### src/rtl/core/lcgx_pkg.sv
// Package for the LCG keystream XOR cipher: word types, register map,
// state encodings and keystream helpers.
// No dependencies; imported by lcgx_succ, the cipher top and the tb.
package lcgx_pkg;

    localparam int WORD_W = 31;
    localparam int PROD_W = 2 * WORD_W;
    localparam int CNT_W  = 6;

    localparam logic [CNT_W-1:0] MUL_LAST = CNT_W'(WORD_W - 1);
    localparam logic [CNT_W-1:0] DIV_LAST = CNT_W'(PROD_W - 1);

    localparam int ADDR_W = 4;

    localparam logic [1:0] REG_SEED       = 2'd0;
    localparam logic [1:0] REG_MULTIPLIER = 2'd1;
    localparam logic [1:0] REG_INCREMENT  = 2'd2;
    localparam logic [1:0] REG_MODULUS    = 2'd3;

    typedef logic [WORD_W-1:0] word_t;

    typedef struct packed {
        logic [7:0] data_byte;
        logic       start_req;
        logic       last;
    } lcgx_in_t;

    typedef struct packed {
        logic [7:0] out_byte;
        logic       last_out;
    } lcgx_out_t;

    typedef struct packed {
        logic  start;
        word_t word;
        word_t mult;
        word_t incr;
        word_t modulus;
    } lcgx_succ_req_t;

    typedef struct packed {
        logic  done;
        word_t word;
    } lcgx_succ_rsp_t;

    typedef enum logic [1:0] {
        SU_IDLE,
        SU_MUL,
        SU_DIV
    } lcgx_succ_state_t;

    typedef enum logic [2:0] {
        ST_IDLE,
        ST_START,
        ST_FILL,
        ST_NEXT,
        ST_EMIT
    } lcgx_state_t;

    function automatic logic [7:0] key_byte(input word_t w, input logic [1:0] pos);
        logic [31:0] shifted;
        shifted = {1'b0, w} >> {pos, 3'b000};
        return shifted[7:0];
    endfunction

endpackage

### src/rtl/core/lcgx_succ.sv
// Successor unit: (mult * word + incr) mod modulus, bit-serial.
// Shift-add multiply (one bit per cycle, increment folded in serially),
// then restoring remainder over the 62-bit product. Uses lcgx_pkg.
module lcgx_succ
    import lcgx_pkg::*;
(
    input  logic           aclk,
    input  logic           aresetn,
    input  lcgx_succ_req_t req,
    output lcgx_succ_rsp_t rsp
);

    lcgx_succ_state_t   state_reg, state_next;
    logic [CNT_W-1:0]   cnt_reg, cnt_next;
    word_t              w_reg, w_next;
    word_t              inc_reg, inc_next;
    word_t              mod_reg, mod_next;
    logic [WORD_W:0]    hi_reg, hi_next;
    word_t              lo_reg, lo_next;
    word_t              rem_reg, rem_next;
    logic               done_reg, done_next;

    logic [WORD_W+1:0]  mul_sum;
    word_t              addend;
    logic [PROD_W-1:0]  prod;
    logic [PROD_W-1:0]  prod_shl;
    logic [WORD_W:0]    trial;
    logic [WORD_W:0]    trial_sub;

    always_ff @(posedge aclk) begin
        if (!aresetn) begin
            state_reg <= SU_IDLE;
            cnt_reg   <= '0;
            done_reg  <= 1'b0;
        end else begin
            state_reg <= state_next;
            cnt_reg   <= cnt_next;
            done_reg  <= done_next;
        end
        w_reg   <= w_next;
        inc_reg <= inc_next;
        mod_reg <= mod_next;
        hi_reg  <= hi_next;
        lo_reg  <= lo_next;
        rem_reg <= rem_next;
    end

    always_comb begin
        addend    = lo_reg[0] ? w_reg : '0;
        mul_sum   = {1'b0, hi_reg} + {2'b00, addend} + {{(WORD_W+1){1'b0}}, inc_reg[0]};
        prod      = {hi_reg[WORD_W-1:0], lo_reg};
        prod_shl  = {prod[PROD_W-2:0], 1'b0};
        trial     = {rem_reg, prod[PROD_W-1]};
        trial_sub = trial - {1'b0, mod_reg};

        state_next = state_reg;
        cnt_next   = cnt_reg;
        w_next     = w_reg;
        inc_next   = inc_reg;
        mod_next   = mod_reg;
        hi_next    = hi_reg;
        lo_next    = lo_reg;
        rem_next   = rem_reg;
        done_next  = 1'b0;

        unique case (state_reg)
            SU_IDLE: begin
                if (req.start) begin
                    w_next     = req.word;
                    inc_next   = req.incr;
                    mod_next   = (req.modulus == '0) ? WORD_W'(1) : req.modulus;
                    hi_next    = '0;
                    lo_next    = req.mult;
                    cnt_next   = '0;
                    state_next = SU_MUL;
                end
            end
            SU_MUL: begin
                hi_next  = mul_sum[WORD_W+1:1];
                lo_next  = {mul_sum[0], lo_reg[WORD_W-1:1]};
                inc_next = {1'b0, inc_reg[WORD_W-1:1]};
                cnt_next = cnt_reg + 1'b1;
                if (cnt_reg == MUL_LAST) begin
                    cnt_next   = '0;
                    rem_next   = '0;
                    state_next = SU_DIV;
                end
            end
            SU_DIV: begin
                hi_next  = {1'b0, prod_shl[PROD_W-1:WORD_W]};
                lo_next  = prod_shl[WORD_W-1:0];
                rem_next = (trial >= {1'b0, mod_reg}) ? trial_sub[WORD_W-1:0]
                                                      : trial[WORD_W-1:0];
                cnt_next = cnt_reg + 1'b1;
                if (cnt_reg == DIV_LAST) begin
                    cnt_next   = '0;
                    done_next  = 1'b1;
                    state_next = SU_IDLE;
                end
            end
            default: begin
                state_next = SU_IDLE;
            end
        endcase
    end

    assign rsp.done = done_reg;
    assign rsp.word = rem_reg;

endmodule

### src/rtl/core/lcg_keystream_xor_cipher.sv
// Top level of the LCG keystream XOR cipher: APB register file, byte
// sequencer and output register. Uses lcgx_pkg and lcgx_succ.
//
//   channel   direction  handshake                 word
//   s_        in         s_valid / s_ready         lcgx_in_t  (data_byte, start_req, last)
//   m_        out        m_valid / m_ready         lcgx_out_t (out_byte, last_out)
//   apb       in         psel/penable/pwrite       seed, multiplier, increment, modulus
//
// One byte is taken at a time. A byte inside a keystream word passes from
// ST_IDLE through ST_EMIT to the output register. A byte that starts a
// message or crosses a word boundary waits for one successor word from
// lcgx_succ (serial multiply, then remainder, then handoff); the first
// boundary after reset without a start takes two successors.
// Reset is synchronous on aresetn; a stalled m_ready holds the result in the
// output register while the next byte is accepted.
module lcg_keystream_xor_cipher
    import lcgx_pkg::*;
(
    input  logic              aclk,
    input  logic              aresetn,

    input  logic              s_valid,
    output logic              s_ready,
    input  lcgx_in_t          s_data,

    output logic              m_valid,
    input  logic              m_ready,
    output lcgx_out_t         m_data,

    input  logic              psel,
    input  logic              penable,
    input  logic              pwrite,
    input  logic [ADDR_W-1:0] paddr,
    input  logic [31:0]       pwdata,
    output logic [31:0]       prdata,
    output logic              pready
);

    lcgx_state_t    state_reg, state_next;
    word_t          seed_reg, mult_reg, incr_reg, mod_reg;
    word_t          cur_reg, cur_next;
    word_t          nxt_reg, nxt_next;
    logic           nrdy_reg, nrdy_next;
    logic [1:0]     pos_reg, pos_next;
    logic [7:0]     res_reg, res_next;
    logic           lastp_reg, lastp_next;
    logic           m_valid_reg, m_valid_next;
    lcgx_out_t      m_data_reg, m_data_next;

    lcgx_succ_req_t succ_req;
    lcgx_succ_rsp_t succ_rsp;
    logic           cfg_wr;

    lcgx_succ u_succ (
        .aclk    (aclk),
        .aresetn (aresetn),
        .req     (succ_req),
        .rsp     (succ_rsp)
    );

    assign cfg_wr = psel && penable && pwrite;
    assign pready = 1'b1;

    always_ff @(posedge aclk) begin
        if (!aresetn) begin
            seed_reg <= '0;
            mult_reg <= '0;
            incr_reg <= '0;
            mod_reg  <= WORD_W'(1);
        end else if (cfg_wr) begin
            unique case (paddr[3:2])
                REG_SEED:       seed_reg <= pwdata[WORD_W-1:0];
                REG_MULTIPLIER: mult_reg <= pwdata[WORD_W-1:0];
                REG_INCREMENT:  incr_reg <= pwdata[WORD_W-1:0];
                REG_MODULUS:    mod_reg  <= pwdata[WORD_W-1:0];
                default:        ;
            endcase
        end
    end

    always_comb begin
        unique case (paddr[3:2])
            REG_SEED:       prdata = {1'b0, seed_reg};
            REG_MULTIPLIER: prdata = {1'b0, mult_reg};
            REG_INCREMENT:  prdata = {1'b0, incr_reg};
            REG_MODULUS:    prdata = {1'b0, mod_reg};
            default:        prdata = '0;
        endcase
    end

    always_ff @(posedge aclk) begin
        if (!aresetn) begin
            state_reg   <= ST_IDLE;
            cur_reg     <= '0;
            nxt_reg     <= '0;
            nrdy_reg    <= 1'b0;
            pos_reg     <= '0;
            m_valid_reg <= 1'b0;
        end else begin
            state_reg   <= state_next;
            cur_reg     <= cur_next;
            nxt_reg     <= nxt_next;
            nrdy_reg    <= nrdy_next;
            pos_reg     <= pos_next;
            m_valid_reg <= m_valid_next;
        end
        res_reg    <= res_next;
        lastp_reg  <= lastp_next;
        m_data_reg <= m_data_next;
    end

    always_comb begin
        state_next   = state_reg;
        cur_next     = cur_reg;
        nxt_next     = nxt_reg;
        nrdy_next    = nrdy_reg;
        pos_next     = pos_reg;
        res_next     = res_reg;
        lastp_next   = lastp_reg;
        m_valid_next = m_valid_reg && !m_ready;
        m_data_next  = m_data_reg;

        succ_req.start   = 1'b0;
        succ_req.word    = cur_reg;
        succ_req.mult    = mult_reg;
        succ_req.incr    = incr_reg;
        succ_req.modulus = mod_reg;

        unique case (state_reg)
            ST_IDLE: begin
                if (s_valid) begin
                    lastp_next = s_data.last;
                    if (s_data.start_req) begin
                        cur_next       = seed_reg;
                        pos_next       = 2'd1;
                        res_next       = s_data.data_byte ^ seed_reg[7:0];
                        succ_req.start = 1'b1;
                        succ_req.word  = seed_reg;
                        state_next     = ST_START;
                    end else begin
                        res_next = s_data.data_byte ^ key_byte(cur_reg, pos_reg);
                        pos_next = pos_reg + 2'd1;
                        if (pos_reg == 2'd3) begin
                            succ_req.start = 1'b1;
                            if (nrdy_reg) begin
                                cur_next      = nxt_reg;
                                succ_req.word = nxt_reg;
                                state_next    = ST_NEXT;
                            end else begin
                                state_next    = ST_FILL;
                            end
                        end else begin
                            state_next = ST_EMIT;
                        end
                    end
                end
            end
            ST_START, ST_NEXT: begin
                if (succ_rsp.done) begin
                    nxt_next   = succ_rsp.word;
                    nrdy_next  = 1'b1;
                    state_next = ST_EMIT;
                end
            end
            ST_FILL: begin
                if (succ_rsp.done) begin
                    cur_next       = succ_rsp.word;
                    succ_req.start = 1'b1;
                    succ_req.word  = succ_rsp.word;
                    state_next     = ST_NEXT;
                end
            end
            ST_EMIT: begin
                if (!m_valid_reg || m_ready) begin
                    m_valid_next         = 1'b1;
                    m_data_next.out_byte = res_reg;
                    m_data_next.last_out = lastp_reg;
                    state_next           = ST_IDLE;
                end
            end
            default: begin
                state_next = ST_IDLE;
            end
        endcase
    end

    assign s_ready = (state_reg == ST_IDLE);
    assign m_valid = m_valid_reg;
    assign m_data  = m_data_reg;

endmodule

### config.mk
export PLATFORM = sky130hd
export DESIGN_NAME = lcg_keystream_xor_cipher
export DESIGN_NICKNAME = d
export VERILOG_FILES = /design/src/rtl/core/lcgx_pkg.sv /design/src/rtl/core/lcgx_succ.sv /design/src/rtl/core/lcg_keystream_xor_cipher.sv
export SDC_FILE = /design/constraint.sdc
export NUM_CORES = 1
export LEC_CHECK = 0
export BUFFER_PORTS_ARGS = -buffer_cell sky130_fd_sc_hd__buf_2
export CAP_MARGIN = 20
export CORE_ASPECT_RATIO = 2
export CORE_MARGIN = 3
export CORE_UTILIZATION = 60
export CTS_CLUSTER_SIZE = 30
export DETAILED_ROUTE_END_ITERATION = 8
export PLACE_DENSITY = 0.78
export SKIP_CTS_REPAIR_TIMING = 1
export SLEW_MARGIN = 20
export SYNTH_ARGS = -nofsm -noshare
export SYNTH_HDL_FRONTEND = slang
export SYNTH_HIERARCHICAL = 1
export SYNTH_SLANG_ARGS = --single-unit
### constraint.sdc
create_clock -name aclk -period 14.9 [get_ports aclk]
set_input_delay 2.98 -clock aclk [delete_from_list [all_inputs] [get_ports aclk]]
set_output_delay 2.98 -clock aclk [all_outputs]
set_load 0.005 [all_outputs]
==> impl_table.tex <==
\begin{tabular}{lr}
\hline
Metric & Value \\
\hline
\multicolumn{2}{l}{\textbf{Clock tree}} \\
\quad Num CTS Buffers & 37 \\
\quad CTS tree & done \\
\quad Clock tree buffer depth & 3 \\
\quad H-tree depth & 2 \\
\quad Clock transition at the registers of the reported paths & 0.07 ns \\
\quad Latest clock arrival within the worst-skew pair & 0.55 ns \\
\quad CTS sink count & 407 \\
\quad Clock tree root driver cell & sky130\_fd\_sc\_hd\_\_clkbuf\_16 \\
\multicolumn{2}{l}{\textbf{STA}} \\
\quad Fraction of the cycle the final worst path needs & 0.4948 \\
\quad Setup Viol. Count Final & 0 \\
\quad Worst-case clock skew & 0.01856 ns \\
\quad Min cycle time layout & 7.373 ns \\
\quad Setup TNS after final layout & 0 ns \\
\quad Total count of hold-check failures in the final report & 0 \\
\quad Unrepaired setup endpoints after global routing & no \\
\quad Pins Over Slew Limit & 0 \\
\quad Worst slew margin relative to its limit & 0.2391 \\
\quad Achievable clock frequency & 135.6 MHz \\
\quad Measured slew at the worst slew-check pin & 1.137 ns \\
\multicolumn{2}{l}{\textbf{Power and ir drop}} \\
\quad Psw & 0.6826 mW \\
\quad Pwr Total & 2.553 mW \\
\quad Internal power of the cells & 1.871 mW \\
\quad Net Sw Frac & 0.2674 \\
\quad Fraction of power consumed by sequential logic & 0.497 \\
\quad P\_leak & 8.676 nW \\
\quad Share of power burned in the clock network & 0.371 \\
\quad Combinational group share of total power & 0.132 \\
\quad Maximum vdd ir drop & 0.09873 mV \\
\quad Power per standard cell area & 111.9 mW/mm\^{}2 \\
\multicolumn{2}{l}{\textbf{Yosys}} \\
\quad Count of yosys warnings during synthesis & 6 \\
\quad Flops \& latches, synth & 407 \\
\quad Async set-or-reset flop fraction in the synthesized netlist & 0 \\
\quad Leading post-synthesis cells by instance count & sky130\_fd\_sc\_hd\_\_nand2\_1, sky130\_fd\_sc\_hd\_\_edfxtp\_1, sky130\_fd\_sc\_hd\_\_dfxtp\_1, sky130\_fd\_sc\_hd\_\_o21ai\_0, sky130\_fd\_sc\_hd\_\_nand3\_1 \\
\quad Leading cell type by number of instances after synthesis & sky130\_fd\_sc\_hd\_\_nand2\_1 \\
\quad Mapped Nets & 2251 \\
\quad Synthesized area per cell & 10.00 sq um \\
\quad Cell count after synthesis & 2126 \\
\quad Top area cells in the synthesized netlist & sky130\_fd\_sc\_hd\_\_edfxtp\_1, sky130\_fd\_sc\_hd\_\_dfxtp\_1, sky130\_fd\_sc\_hd\_\_o21ai\_0 \\
\quad Dominant synthesized flop cell & sky130\_fd\_sc\_hd\_\_edfxtp\_1 \\
\quad Portion of the post-synthesis area used by sequential elements & 0.4797 \\
\quad Number of distinct library cells after synthesis & 86 \\
\quad Cell accounting for the most synthesized area & sky130\_fd\_sc\_hd\_\_edfxtp\_1 \\
\quad Summed instance area of the synthesized netlist & 0.02126 sq mm \\
\quad Area share of the leading cell type in the synthesized netlist & 0.2895 \\
\quad Number of synthesized flops with an enable pin & 205 \\
\multicolumn{2}{l}{\textbf{Setup path}} \\
\quad Kind of end point of the critical path & output pin \\
\quad Data arrival time of the critical path & 4.39 ns \\
\quad Critical Path RT & 11.92 ns \\
\quad Type of the worst setup path & in -> out \\
\quad Largest fanout on the critical path & 35 \\
\quad Kind of launch point of the worst setup path & input pin \\
\multicolumn{2}{l}{\textbf{Layout}} \\
\quad Number of cells in the finished layout apart from fillers & 2563 \\
\quad Sequential cell area & 0.01020 sq mm \\
\quad Count of nets after finishing & 2218 \\
\quad Synth-to-Final Area Change & 7.356\% \\
\quad FILL cells & 2641 \\
\quad Multi-input logic area & 0.01000 sq mm \\
\quad Number of flip-flops in the largest register & 32 \\
\quad Share of cells above drive strength 1 & 0.1324 \\
\quad Number of inserted diodes & 0 \\
\multicolumn{2}{l}{\textbf{Status}} \\
\quad Status & complete, no violations \\
\multicolumn{2}{l}{\textbf{Detailed routing}} \\
\quad Total routed wirelength & 57200 um \\
\quad Via/cell ratio & 6.474 \\
\quad Detailed Route Iter0 Violations & 1021 \\
\quad Residual DRC count & 0 \\
\quad Wire length per cell after detailed routing & 22.32 um \\
\quad Number of nets with antenna violations after routing & 0 \\
\quad TritonRoute pass-1 iters & 7 \\
\quad Number of vias in the routed layout & 16590 \\
\multicolumn{2}{l}{\textbf{Floorplanning}} \\
\quad Area enclosed by the die boundary & 0.03787 sq mm \\
\quad Starting utilization of the core area & 0.6146 \\
\quad Vertical die dimension & 272.2 um \\
\quad Row Count & 96 \\
\quad Core Box Area & 0.03459 sq mm \\
\quad Die width & 139.1 um \\
\quad I/O pins & 97 \\
\multicolumn{2}{l}{\textbf{Global routing}} \\
\quad Gr ovfl total & 0 \\
\quad Vias in the first global route & 16240 \\
\quad Global-route total usage across every layer & 0.2935 \\
\quad Number of antenna violations at the first check in global routing & 0 \\
\quad Pin count of the biggest net entering global routing & 104 \\
\quad Wire length of the first global-routing pass & 88750 um \\
\multicolumn{2}{l}{\textbf{Run}} \\
\quad \# Max-Cap Violations & 0 \\
\multicolumn{2}{l}{\textbf{Placement}} \\
\quad Estimated wirelength of the detail-placed design & 40700 um \\
\quad I/O Buffers & 91 \\
\quad Routability-driven placement congestion ratio & 1.021 \\
\quad Number of cells in the design after placement & 2494 \\
\multicolumn{2}{l}{\textbf{Hold path}} \\
\quad Worst min-delay path class & reg -> reg \\
\hline
\end{tabular}
critical path, cell delays in order:
cell and delay, ns:
sky130_fd_sc_hd__buf_2 0.07, sky130_fd_sc_hd__buf_4 0.51, sky130_fd_sc_hd__mux4_2 0.65, sky130_fd_sc_hd__buf_2 0.16
layer usage:
metal,global-route usage,vias to the layer above,part of all wire
li1,-,7765,-
met1,0.3162,7914,0.34
met2,0.5378,724,0.53
met4,0.1964,0,0.076
met5,0,-,0
met3,0.02952,190,0.056
path summary, 6_finish.rpt:
kind / from / end / slack [ns] / cells past startpoint
worst max-delay path: paddr[2] / prdata[30] / 7.53 / 4
worst min-delay path: res_reg[7] / m_data[8] / 0.42 / 0
worst max register to register: u_succ/lo_reg[0] / u_succ/hi_reg[29] / 10.57 / 13
worst min register to register: res_reg[7] / m_data[8] / 0.42 / 0
power by group through the flow:
stage          clock network, mW  logic [mW]  registers [mW]
3_5_place_dp                   0       0.326            1.29
3_3_place_gp                   0       0.319            1.29
2_1_floorplan                  0       0.255            1.28
6_report                   0.948       0.336            1.27
5_1_grt                    0.997       0.366            1.27
4_1_cts                    0.961       0.329            1.27
cell families after synthesis:
logic type / synth area share
AOI/OAI and AO/OA: 0.2003
and+or+nand+nor: 0.1379
DFF: 0.4797
buffers and inverters: 0.05279
muxes: 0.06208
adders and majority gates: 0.04343
xor gates and xnor gates: 0.02348
other: 0.0003532
final cells by class:
type,count,share of cell area
Clock buffer,46,0.04292
Timing Repair Buffer,114,0.02867
Inverter,61,0.01003
Tap cell,441,0.02417
Multi-Input combinational cell,1472,0.4382
Clock inverter,22,0.009099
Sequential cell,407,0.4469
stage by stage:
stage | setup WS (ns) | util | area (sq um) | hold slack (ns)
CTS | 7.503 | 0.6590 | 22800 | 0.4222
global placement | 7.506 | 0.6247 | 21610 | 0.4022
finish | 7.527 | 0.6598 | 22830 | 0.4203
floorplan | 7.917 | - | 21260 | 0.4003
global route | 7.465 | 0.6598 | 22830 | 0.4307
detailed placement | 7.506 | 0.6247 | 21610 | 0.4057
cells in the final DEF, fill, tap and decap left out, types with 25 or more instances in the layout:
cell | netlist | layout
sky130_fd_sc_hd__mux4_2 | 38 | 38
sky130_fd_sc_hd__mux2_2 | 31 | 31
sky130_fd_sc_hd__clkbuf_16 | 0 | 37
sky130_fd_sc_hd__a21boi_0 | 38 | 38
sky130_fd_sc_hd__o2bb2ai_1 | 25 | 25
sky130_fd_sc_hd__nand2_1 | 214 | 214
sky130_fd_sc_hd__nand3_1 | 153 | 152
sky130_fd_sc_hd__and3_1 | 40 | 40
sky130_fd_sc_hd__inv_1 | 60 | 59
sky130_fd_sc_hd__and2_1 | 34 | 34
sky130_fd_sc_hd__a211oi_1 | 40 | 40
sky130_fd_sc_hd__xnor2_1 | 35 | 35
sky130_fd_sc_hd__o21ai_1 | 39 | 38
sky130_fd_sc_hd__a22oi_1 | 34 | 34
sky130_fd_sc_hd__buf_2 | 40 | 90
sky130_fd_sc_hd__edfxtp_1 | 205 | 205
sky130_fd_sc_hd__a21o_1 | 59 | 59
sky130_fd_sc_hd__dfxtp_1 | 202 | 202
sky130_fd_sc_hd__o21ai_0 | 193 | 191
sky130_fd_sc_hd__nor2_1 | 75 | 73
sky130_fd_sc_hd__ha_1 | 69 | 66
sky130_fd_sc_hd__a22o_1 | 32 | 32
sky130_fd_sc_hd__a21oi_1 | 100 | 100
No activity file was read; power rests on OpenSTA's default activity.
